<file path="src/hw/rtl/psplit_pkg.sv">
// Package for the process argument region splitter.
// Types, section and status codes, and the key text; used by all modules.
// No dependencies.
package psplit_pkg;

   localparam int MAX_REGION_BYTES = 262144;
   localparam int OFS_W = 19;
   localparam int COUNT_W = 32;
   localparam int KEY_LEN = 16;
   localparam int MATCH_W = 5;
   localparam int FIFO_DEPTH = 4;
   localparam int FIFO_PTR_W = 2;
   localparam int FIFO_CNT_W = 3;

   localparam logic [MATCH_W-1:0] KEY_MISS = 5'd31;

   // key string, index 0 first
   localparam logic [KEY_LEN-1:0][7:0] KEY_TEXT = {
      8'h3d, 8'h68, 8'h74, 8'h61, 8'h70, 8'h5f, 8'h65, 8'h6c,
      8'h62, 8'h61, 8'h74, 8'h75, 8'h63, 8'h65, 8'h78, 8'h65
   };

   typedef enum logic [2:0] {
      PH_COUNT = 3'd0,
      PH_PATH  = 3'd1,
      PH_PAD   = 3'd2,
      PH_ARGS  = 3'd3,
      PH_ENV   = 3'd4,
      PH_DONE  = 3'd5
   } phase_type;

   typedef enum logic [1:0] {
      ST_OK       = 2'd0,
      ST_EMPTY    = 2'd1,
      ST_SHORT    = 2'd2,
      ST_BAD_CNT  = 2'd3
   } status_type;

   // classified input beat
   typedef struct packed {
      logic [7:0]         data_byte;
      logic               has_byte;
      logic               last;
      logic               is_zero;
      logic [KEY_LEN-1:0] key_hit;
   } beat_type;

endpackage

</file>
<file path="src/hw/rtl/psplit_front.sv">
// Front end: classifies each input beat (NUL test, key character compares).
// Depends on psplit_pkg.
module psplit_front (
   input  logic [7:0]         data_byte,
   input  logic               has_byte,
   input  logic               last,
   output psplit_pkg::beat_type beat,
   output logic               keep
);

   always_comb begin
      beat.data_byte = data_byte;
      beat.has_byte  = has_byte;
      beat.last      = last;
      beat.is_zero   = (data_byte == 8'd0);
      for (int i = 0; i < psplit_pkg::KEY_LEN; i++) begin
         beat.key_hit[i] = (data_byte == psplit_pkg::KEY_TEXT[i]);
      end
      // a bare beat without end marker does nothing
      keep = has_byte | last;
   end

endmodule

</file>
<file path="src/hw/rtl/psplit_fifo.sv">
// Short queue of classified beats between front and back end.
// Depends on psplit_pkg.
module psplit_fifo (
   input  logic                 clock,
   input  logic                 reset,
   input  logic                 wr_en,
   input  psplit_pkg::beat_type wr_beat,
   output logic                 full,
   input  logic                 rd_en,
   output psplit_pkg::beat_type rd_beat,
   output logic                 empty
);

   psplit_pkg::beat_type mem_ff [psplit_pkg::FIFO_DEPTH];
   logic [psplit_pkg::FIFO_PTR_W-1:0] wr_ptr_ff, wr_ptr_in;
   logic [psplit_pkg::FIFO_PTR_W-1:0] rd_ptr_ff, rd_ptr_in;
   logic [psplit_pkg::FIFO_CNT_W-1:0] cnt_ff, cnt_in;
   logic do_wr, do_rd;

   assign full    = (cnt_ff == psplit_pkg::FIFO_CNT_W'(psplit_pkg::FIFO_DEPTH));
   assign empty   = (cnt_ff == '0);
   assign rd_beat = mem_ff[rd_ptr_ff];
   assign do_wr   = wr_en & ~full;
   assign do_rd   = rd_en & ~empty;

   always_comb begin
      wr_ptr_in = do_wr ? wr_ptr_ff + 1'b1 : wr_ptr_ff;
      rd_ptr_in = do_rd ? rd_ptr_ff + 1'b1 : rd_ptr_ff;
      cnt_in    = cnt_ff;
      if (do_wr && !do_rd) begin
         cnt_in = cnt_ff + 1'b1;
      end else if (do_rd && !do_wr) begin
         cnt_in = cnt_ff - 1'b1;
      end
   end

   always_ff @(posedge clock) begin
      if (reset) begin
         wr_ptr_ff <= '0;
         rd_ptr_ff <= '0;
         cnt_ff    <= '0;
      end else begin
         wr_ptr_ff <= wr_ptr_in;
         rd_ptr_ff <= rd_ptr_in;
         cnt_ff    <= cnt_in;
      end
   end

   always_ff @(posedge clock) begin
      if (do_wr) begin
         mem_ff[wr_ptr_ff] <= wr_beat;
      end
   end

endmodule

</file>
<file path="src/hw/rtl/psplit_back.sv">
// Back end: section scanner state machine and the one-entry result register.
// Depends on psplit_pkg.
module psplit_back (
   input  logic                 clock,
   input  logic                 reset,
   input  psplit_pkg::beat_type beat,
   input  logic                 beat_valid,
   output logic                 beat_take,
   output logic                 rsp_empty,
   input  logic                 rsp_pop,
   output logic [1:0]           rsp_status,
   output logic [psplit_pkg::OFS_W-1:0] rsp_region_length,
   output logic [psplit_pkg::OFS_W-1:0] rsp_argv_start,
   output logic [psplit_pkg::OFS_W-1:0] rsp_env_start,
   output logic [psplit_pkg::OFS_W-1:0] rsp_apple_start
);

   localparam int W = psplit_pkg::OFS_W;
   localparam int CW = psplit_pkg::COUNT_W;
   localparam int MW = psplit_pkg::MATCH_W;

   psplit_pkg::phase_type phase_ff, phase_in;
   logic [W-1:0]  pos_ff, pos_in;
   logic [CW-1:0] count_ff, count_in;
   logic [W-1:0]  skipped_ff, skipped_in;
   logic [MW-1:0] match_ff, match_in;
   logic [W-1:0]  str_ff, str_in;
   logic [W-1:0]  argv_ff, argv_in;
   logic [W-1:0]  env_ff, env_in;
   logic [W-1:0]  apple_ff, apple_in;
   logic          found_ff, found_in;

   logic          valid_ff, valid_in;
   psplit_pkg::status_type status_ff, status_in;
   logic [W-1:0]  len_ff, len_in, av_ff, av_in, ev_ff, ev_in, ap_ff, ap_in;

   logic          take;
   logic          count_bad;
   logic [W-1:0]  pos_next;

   assign beat_take         = beat_valid & (~beat.last | ~valid_ff | rsp_pop);
   assign rsp_empty         = ~valid_ff;
   assign rsp_status        = status_ff;
   assign rsp_region_length = len_ff;
   assign rsp_argv_start    = av_ff;
   assign rsp_env_start     = ev_ff;
   assign rsp_apple_start   = ap_ff;

   always_comb begin
      phase_in   = phase_ff;
      pos_in     = pos_ff;
      count_in   = count_ff;
      skipped_in = skipped_ff;
      match_in   = match_ff;
      str_in     = str_ff;
      argv_in    = argv_ff;
      env_in     = env_ff;
      apple_in   = apple_ff;
      found_in   = found_ff;
      pos_next   = pos_ff + 1'b1;
      take       = beat_take & beat.has_byte &
                   (pos_ff < W'(psplit_pkg::MAX_REGION_BYTES));

      if (take) begin
         pos_in = pos_next;
         case (phase_ff)
            psplit_pkg::PH_COUNT: begin
               count_in = count_ff | ({24'd0, beat.data_byte} << {pos_ff[1:0], 3'b000});
               if (pos_ff[1:0] == 2'd3) begin
                  if (count_in == '0 || count_in[CW-1]) begin
                     phase_in = psplit_pkg::PH_DONE;
                  end else begin
                     phase_in = psplit_pkg::PH_PATH;
                  end
               end
            end
            psplit_pkg::PH_PATH: begin
               if (beat.is_zero) begin
                  phase_in = psplit_pkg::PH_PAD;
               end
            end
            psplit_pkg::PH_PAD: begin
               if (!beat.is_zero) begin
                  argv_in  = pos_ff;
                  phase_in = psplit_pkg::PH_ARGS;
               end
            end
            psplit_pkg::PH_ARGS: begin
               if (beat.is_zero) begin
                  skipped_in = skipped_ff + 1'b1;
                  if ({{(CW-W){1'b0}}, skipped_in} >= count_ff) begin
                     env_in   = pos_next;
                     str_in   = pos_next;
                     match_in = '0;
                     phase_in = psplit_pkg::PH_ENV;
                  end
               end
            end
            psplit_pkg::PH_ENV: begin
               if (beat.is_zero) begin
                  str_in   = pos_next;
                  match_in = '0;
               end else if (!match_ff[MW-1] && beat.key_hit[match_ff[MW-2:0]]) begin
                  match_in = match_ff + 1'b1;
                  if (match_ff == MW'(psplit_pkg::KEY_LEN - 1)) begin
                     found_in = 1'b1;
                     apple_in = str_ff;
                     phase_in = psplit_pkg::PH_DONE;
                  end
               end else begin
                  match_in = psplit_pkg::KEY_MISS;
               end
            end
            default: begin
            end
         endcase
      end

      // result from the state after this beat's byte
      count_bad = (count_in == '0) | count_in[CW-1];
      status_in = psplit_pkg::ST_OK;
      len_in    = pos_in;
      av_in     = '0;
      ev_in     = '0;
      ap_in     = '0;
      if (pos_in == '0) begin
         status_in = psplit_pkg::ST_EMPTY;
      end else if (pos_in < W'(4)) begin
         status_in = psplit_pkg::ST_SHORT;
      end else if (count_bad) begin
         status_in = psplit_pkg::ST_BAD_CNT;
      end else if (phase_in == psplit_pkg::PH_PATH || phase_in == psplit_pkg::PH_PAD) begin
         av_in = pos_in;
         ev_in = pos_in;
         ap_in = pos_in;
      end else if (phase_in == psplit_pkg::PH_ARGS) begin
         av_in = argv_in;
         ev_in = pos_in;
         ap_in = pos_in;
      end else begin
         av_in = argv_in;
         ev_in = env_in;
         ap_in = found_in ? apple_in : pos_in;
      end

      valid_in = valid_ff & ~rsp_pop;
      if (beat_take && beat.last) begin
         valid_in   = 1'b1;
         phase_in   = psplit_pkg::PH_COUNT;
         pos_in     = '0;
         count_in   = '0;
         skipped_in = '0;
         match_in   = '0;
         str_in     = '0;
         argv_in    = '0;
         env_in     = '0;
         apple_in   = '0;
         found_in   = 1'b0;
      end
   end

   always_ff @(posedge clock) begin
      if (reset) begin
         phase_ff   <= psplit_pkg::PH_COUNT;
         pos_ff     <= '0;
         count_ff   <= '0;
         skipped_ff <= '0;
         match_ff   <= '0;
         str_ff     <= '0;
         argv_ff    <= '0;
         env_ff     <= '0;
         apple_ff   <= '0;
         found_ff   <= 1'b0;
         valid_ff   <= 1'b0;
      end else begin
         phase_ff   <= phase_in;
         pos_ff     <= pos_in;
         count_ff   <= count_in;
         skipped_ff <= skipped_in;
         match_ff   <= match_in;
         str_ff     <= str_in;
         argv_ff    <= argv_in;
         env_ff     <= env_in;
         apple_ff   <= apple_in;
         found_ff   <= found_in;
         valid_ff   <= valid_in;
      end
   end

   always_ff @(posedge clock) begin
      if (beat_take && beat.last) begin
         status_ff <= status_in;
         len_ff    <= len_in;
         av_ff     <= av_in;
         ev_ff     <= ev_in;
         ap_ff     <= ap_in;
      end
   end

endmodule

</file>
<file path="src/hw/rtl/process_args_region_splitter_unit.sv">
// Process argument region splitter, top level.
// A beat with the end marker is written into the beat queue, then taken by the scanner,
// and its result is registered in the result register when the scanner takes it.
// Throughput: one beat per cycle while the queue has room; the scanner takes one
// queued beat each cycle but for a stall: a waiting result stalls the scanner only
// on the next end-marker beat; the 4-entry beat queue keeps the input open meanwhile.
// Reset (synchronous): queue emptied, scanner at the count phase, no result.
module process_args_region_splitter_unit (
   input  logic        clock,
   input  logic        reset,
   input  logic        req_push,
   output logic        req_full,
   input  logic [7:0]  req_data_byte,
   input  logic        req_has_byte,
   input  logic        req_last,
   output logic        rsp_empty,
   input  logic        rsp_pop,
   output logic [1:0]  rsp_status,
   output logic [psplit_pkg::OFS_W-1:0] rsp_region_length,
   output logic [psplit_pkg::OFS_W-1:0] rsp_argv_start,
   output logic [psplit_pkg::OFS_W-1:0] rsp_env_start,
   output logic [psplit_pkg::OFS_W-1:0] rsp_apple_start
);

   psplit_pkg::beat_type in_beat, q_beat;
   logic keep, q_empty, q_take;

   psplit_front u_front (
      .data_byte (req_data_byte),
      .has_byte  (req_has_byte),
      .last      (req_last),
      .beat      (in_beat),
      .keep      (keep)
   );

   psplit_fifo u_fifo (
      .clock   (clock),
      .reset   (reset),
      .wr_en   (req_push & keep),
      .wr_beat (in_beat),
      .full    (req_full),
      .rd_en   (q_take),
      .rd_beat (q_beat),
      .empty   (q_empty)
   );

   psplit_back u_back (
      .clock             (clock),
      .reset             (reset),
      .beat              (q_beat),
      .beat_valid        (~q_empty),
      .beat_take         (q_take),
      .rsp_empty         (rsp_empty),
      .rsp_pop           (rsp_pop),
      .rsp_status        (rsp_status),
      .rsp_region_length (rsp_region_length),
      .rsp_argv_start    (rsp_argv_start),
      .rsp_env_start     (rsp_env_start),
      .rsp_apple_start   (rsp_apple_start)
   );

endmodule

</file>
<file path="config.mk">
export PLATFORM = sky130hd
export DESIGN_NAME = process_args_region_splitter_unit
export DESIGN_NICKNAME = d
export VERILOG_FILES = /design/src/hw/rtl/psplit_pkg.sv /design/src/hw/rtl/psplit_front.sv /design/src/hw/rtl/psplit_fifo.sv /design/src/hw/rtl/psplit_back.sv /design/src/hw/rtl/process_args_region_splitter_unit.sv
export SDC_FILE = /design/constraint.sdc
export NUM_CORES = 1
export LEC_CHECK = 0
export BUFFER_PORTS_ARGS = -buffer_cell sky130_fd_sc_hd__buf_4
export CORE_MARGIN = 2
export CORE_UTILIZATION = 40
export CTS_CLUSTER_SIZE = 20
export DETAILED_ROUTE_END_ITERATION = 16
export PLACE_DENSITY_LB_ADDON = 0.3
export SYNTH_ARGS = -nofsm -noshare
export SYNTH_HDL_FRONTEND = slang
export SYNTH_SLANG_ARGS = --single-unit
</file>
<file path="constraint.sdc">
create_clock -name clock -period 5.3 [get_ports clock]
set_input_delay 0.53 -clock clock [delete_from_list [all_inputs] [get_ports clock]]
set_output_delay 0.53 -clock clock [all_outputs]
set_load 0.02 [all_outputs]
</file>
==> results.tsv <==
stage	metric	value	unit
clock_tree	inserted_clock_buffers	38	
routing	routed-via-count	10200	
critical_path	worstSetupEndpointType	register	
die	die_w	197	µm
critical_path	ff2ff_setup_slack	0.28	ns
global_routing	antenna_violations_before_repair	0	
logic_synthesis	synth-async-reset-ratio	0	%
critical_path	cp.depth	21	
layout	syn_to_final_growth	16.3	%
clock_tree	tritoncts	built	
routing	detailedRoute.firstIterationViolations	678	
logic_synthesis	postSynthCellCount	1360	
routing	met3_length	1230	µm
timing	setup-violations-final	0	
die	io-pin-count	94	
die	core-area	0.0365	mm²
layout	fin_nets	1485	
critical_path	critPathTopFamily	simple AND/OR/NAND/NOR gates	
timing	tns	0	ns
clock_tree	cts.hold.buffers_added	0	
critical_path	critPathBufInv	3	
placed_design	hpwlAfterDp	21900	µm
global_routing	grt_pass1_vias	9951	
logic_synthesis	synth_warnings	0	
global_routing	grt_start_max_net_pins	105	
routing	detail_routed_net_length_per_standard_cell	17.0	µm
global_routing	globalRouteTotalUtil	16.7	%
critical_path	worstSetupStartpointType	register	
timing	grt_setup_unrepaired	no	
pwr	power-per-cell-area	477	mW/mm²
job	max-cap-violations	0	
placed_design	port-buffer-count	93	
routing	sum_of_routed_wire_segments_on_met1	15100	µm
die	initial_core_util	40.6	%
routing	drt-pass1-iter-count	5	
timing	max_clk_rate	199	MHz
timing	fin_crit_sh	94.7	%
routing	met2WireLength	15400	µm
timing	slew_viol_final	0	
layout	drive_gt1_share	17.1	%
logic_synthesis	synth_cell_type_count	72	
critical_path	arrival	5.39	ns
routing	vias_per_cell	5.27	
critical_path	cp.required	5.67	ns
logic_synthesis	post_synth_instance_area	0.0148	mm²
critical_path	worst_path_max_delay_cell	sky130_fd_sc_hd__dfxtp_1	
critical_path	r2r_end	u_back.rsp_argv_start[13]	
clock_tree	max-clock-path-buffers	3	
clock_tree	cts_root_buffer	sky130_fd_sc_hd__clkbuf_16	
routing	highest_layer	met4	
die	core.rowCount	70	
timing	finalClockSkew	0.0235	ns
clock_tree	htree_num_levels	2	
routing	final_antenna_net_count	0	
die	die-height	197	µm
global_routing	first_pass_grt_wire_length	51900	µm
critical_path	worstRegToRegCells	21	
worst_hold_path	holdPathStages	1	
critical_path	crit_fanout	15	
pwr	p_leak	0.00633	µW
clock_tree	cts.sinks	335	
timing	finalHoldViolCount	0	
layout	antenna_cells	0	
critical_path	worstPathCellList	ha_1 -> nand3_2 -> nor3_2 -> nand3_1 -> nor2_2 -> and3_1 -> and3_1 -> nand3_1 -> xnor2_1 -> ha_1 -> a211oi_1 -> nand2_1 -> nor4_1 -> buf_4 -> a211oi_1 -> o21ai_2 -> mux2i_4 -> buf_4 -> buf_12 -> mux2_2 -> a31oi_1	
placed_design	gp_routability_congestion	0.835	
routing	total_wirelength_of_the_detailed_routed_design	33000	µm
timing	timing.final.ws_setup	0.282	ns
logic_synthesis	synth_sequential_area_ratio	56.7	%
worst_hold_path	destination_of_the_worst_hold_path	u_fifo.mem_ff[1][17]	
logic_synthesis	synth_nets	1403	
critical_path	slowest_delay	0.41	ns
die	die_area	0.0386	mm²
logic_synthesis	postSynthRegisterBits	335	
pwr	peakVddDrop	227	µV
placed_design	detailedPlace.worstSlack	0.158	ns
worst_hold_path	worst_hold_startpoint	req_last	
logic_synthesis	edff_count_synth	170	
clock_tree	insertion_delay	0.53	ns
critical_path	reg2reg_from	u_back.skipped_ff[0]	
worst_hold_path	timing.hold.worst.class	input port to register	
global_routing	global_route.overflow_total	0	
critical_path	worst-setup-path-type	register to register	
clock_tree	worst_setup_hold_path_clk_slew	0.06	ns
logic_synthesis	synthesis.area_per_instance	10.9	µm²
routing	remaining_drc_errors	0	
timing	headroom_to_the_max_slew_limit	19.2	%
timing	worstMarginPinSlew	1.21	ns
logic_synthesis	dominantRegCellSynth	sky130_fd_sc_hd__edfxtp_1	
timing	timing.final.crit_period	5.02	ns
outcome	outcome	finished clean	
[logic make-up after synthesis]
| family | after synthesis | share of synthesized area (%) |
|---|---|---|
| fa+ha+maj | 29 | 2.50 |
| buf+inv | 132 | 3.92 |
| xor+xnor | 70 | 4.13 |
| compound gates | 208 | 9.35 |
| mux | 91 | 8.01 |
| flops | 335 | 56.7 |
| simple gates | 495 | 15.4 |
[final cells by class]
class | instances | area [µm²]
sequential | 335 | 8410
fill | 3349 | 19300
clock buffer | 49 | 1060
clock inverter | 21 | 175
multi-input combinational | 893 | 5870
inverter | 53 | 199
timing repair buffer | 121 | 946
tap | 468 | 586
[worst register-to-register path, cell delays in order, from the launching register on]
cell and delay [ns]:
sky130_fd_sc_hd__dfxtp_1 0.41, sky130_fd_sc_hd__ha_1 0.25, sky130_fd_sc_hd__nand3_2 0.15, sky130_fd_sc_hd__nor3_2 0.24
sky130_fd_sc_hd__nand3_1 0.18, sky130_fd_sc_hd__nor2_2 0.20, sky130_fd_sc_hd__and3_1 0.24, sky130_fd_sc_hd__and3_1 0.27
sky130_fd_sc_hd__nand3_1 0.12, sky130_fd_sc_hd__xnor2_1 0.14, sky130_fd_sc_hd__ha_1 0.32, sky130_fd_sc_hd__a211oi_1 0.26
sky130_fd_sc_hd__nand2_1 0.08, sky130_fd_sc_hd__nor4_1 0.32, sky130_fd_sc_hd__buf_4 0.19, sky130_fd_sc_hd__a211oi_1 0.09
sky130_fd_sc_hd__o21ai_2 0.22, sky130_fd_sc_hd__mux2i_4 0.34, sky130_fd_sc_hd__buf_4 0.18, sky130_fd_sc_hd__buf_12 0.13
sky130_fd_sc_hd__mux2_2 0.34, sky130_fd_sc_hd__a31oi_1 0.18
[cell usage in the layout, fill, tap and decap left out, types with 24 or more instances in the layout]
cell type / count
sky130_fd_sc_hd__a211oi_1: 48
sky130_fd_sc_hd__xor2_1: 42
sky130_fd_sc_hd__buf_4: 118
sky130_fd_sc_hd__edfxtp_1: 170
sky130_fd_sc_hd__inv_1: 51
sky130_fd_sc_hd__dfxtp_1: 165
sky130_fd_sc_hd__nand2_1: 74
sky130_fd_sc_hd__nand3_1: 31
sky130_fd_sc_hd__nor2_1: 249
sky130_fd_sc_hd__clkbuf_16: 40
sky130_fd_sc_hd__mux2i_1: 49
sky130_fd_sc_hd__xnor2_1: 28
sky130_fd_sc_hd__nor2b_1: 24
sky130_fd_sc_hd__ha_1: 28
sky130_fd_sc_hd__a21oi_1: 81
[per-stage QoR]
| stage | std cells | total power, µW | hold WS, ns | utilization, % | cell area, µm² |
|---|---|---|---|---|---|
| floorplan | 1360 | 4890 | 0.414 | - | 14800 |
| global placement | 1868 | 5680 | 0.428 | 43.8 | 16000 |
| detailed placement | 1868 | 5720 | 0.432 | 43.8 | 16000 |
| CTS | 1938 | 8310 | 0.222 | 47.2 | 17200 |
| global route | 1940 | 8610 | 0.220 | 47.2 | 17200 |
| finish | 1940 | 8220 | 0.237 | 47.2 | 17200 |
[how the worst max path moves through the flow]
stage	from	to	slack, ns
after detailed placement	u_back.skipped_ff[0]	u_back.rsp_argv_start[2]	0.16
after global routing	u_back.skipped_ff[0]	u_back.rsp_argv_start[13]	0.002
after CTS	u_back.skipped_ff[0]	u_back.rsp_argv_start[2]	0.12
final	u_back.skipped_ff[0]	u_back.rsp_argv_start[13]	0.28
after floorplan	u_back.skipped_ff[0]	u_back.rsp_argv_start[18]	0.58
after global placement	u_back.skipped_ff[0]	u_back.rsp_argv_start[2]	0.32
[cells in the mapped netlist, types with 6 or more instances]
| master | instances | area [µm²] |
|---|---|---|
| sky130_fd_sc_hd__edfxtp_1 | 170 | 5100 |
| sky130_fd_sc_hd__a31oi_1 | 6 | 37.5 |
| sky130_fd_sc_hd__a21oi_1 | 82 | 410 |
| sky130_fd_sc_hd__nor3b_1 | 9 | 67.6 |
| sky130_fd_sc_hd__a211oi_2 | 10 | 125 |
| sky130_fd_sc_hd__nor2_1 | 250 | 938 |
| sky130_fd_sc_hd__dfxtp_1 | 165 | 3300 |
| sky130_fd_sc_hd__nand2_1 | 74 | 278 |
| sky130_fd_sc_hd__mux2i_1 | 49 | 490 |
| sky130_fd_sc_hd__inv_1 | 51 | 191 |
| sky130_fd_sc_hd__a211oi_1 | 48 | 360 |
| sky130_fd_sc_hd__or3_1 | 9 | 56.3 |
| sky130_fd_sc_hd__nor4_1 | 14 | 87.6 |
| sky130_fd_sc_hd__nor2b_1 | 24 | 150 |
| sky130_fd_sc_hd__clkbuf_1 | 45 | 169 |
| sky130_fd_sc_hd__nand3_1 | 32 | 160 |
| sky130_fd_sc_hd__xnor2_1 | 28 | 245 |
| sky130_fd_sc_hd__xor2_1 | 42 | 368 |
| sky130_fd_sc_hd__nor3_1 | 23 | 115 |
| sky130_fd_sc_hd__o21ai_0 | 22 | 110 |
| sky130_fd_sc_hd__and2_1 | 11 | 68.8 |
| sky130_fd_sc_hd__buf_6 | 6 | 67.6 |
| sky130_fd_sc_hd__and3_1 | 14 | 87.6 |
| sky130_fd_sc_hd__mux4_2 | 19 | 428 |
| sky130_fd_sc_hd__mux2_2 | 22 | 248 |
| sky130_fd_sc_hd__buf_2 | 18 | 90.1 |
| sky130_fd_sc_hd__nand4_1 | 11 | 68.8 |
| sky130_fd_sc_hd__ha_1 | 28 | 350 |
[per-layer routing]
metal | track usage [%] | vias to the layer above
li1 | - | 4989
met1 | 21.6 | 4920
met2 | 28.2 | 241
met3 | 2.38 | 70
met4 | 6.93 | 0
met5 | 0 | -
[state kept, by name, summed over array words and instances, names as in the netlist, 5 cells and up, named ones only]
signal and count:
u_back.rsp_argv_start 19, u_back.argv_ff 19, u_back.skipped_ff 19, u_back.str_ff 19, u_back.rsp_region_length 19, u_back.apple_ff 19
u_back.env_ff 19, u_back.rsp_apple_start 19, u_fifo.mem_ff 92, u_back.count_ff 32, u_back.rsp_env_start 19, u_back.pos_ff 19
u_back.match_ff 5
[what timing repair did]
action / 4_1_cts / 5_1_grt
resized for setup: 0 / 3
setup endpoints to repair: 0 / 17
endpoints found under the hold margin: 0 / 0
setup buffers: 0 / 2
[power by group]
group	total, µW	switching (µW)	leakage (µW)	internal (µW)
Combinational	2400	1550	0.00280	853
Clock	2570	1040	0.000605	1530
Sequential	3250	138	0.00292	3110
Total	8220	2730	0.00633	5490
Power figures use the tool's default switching activity.
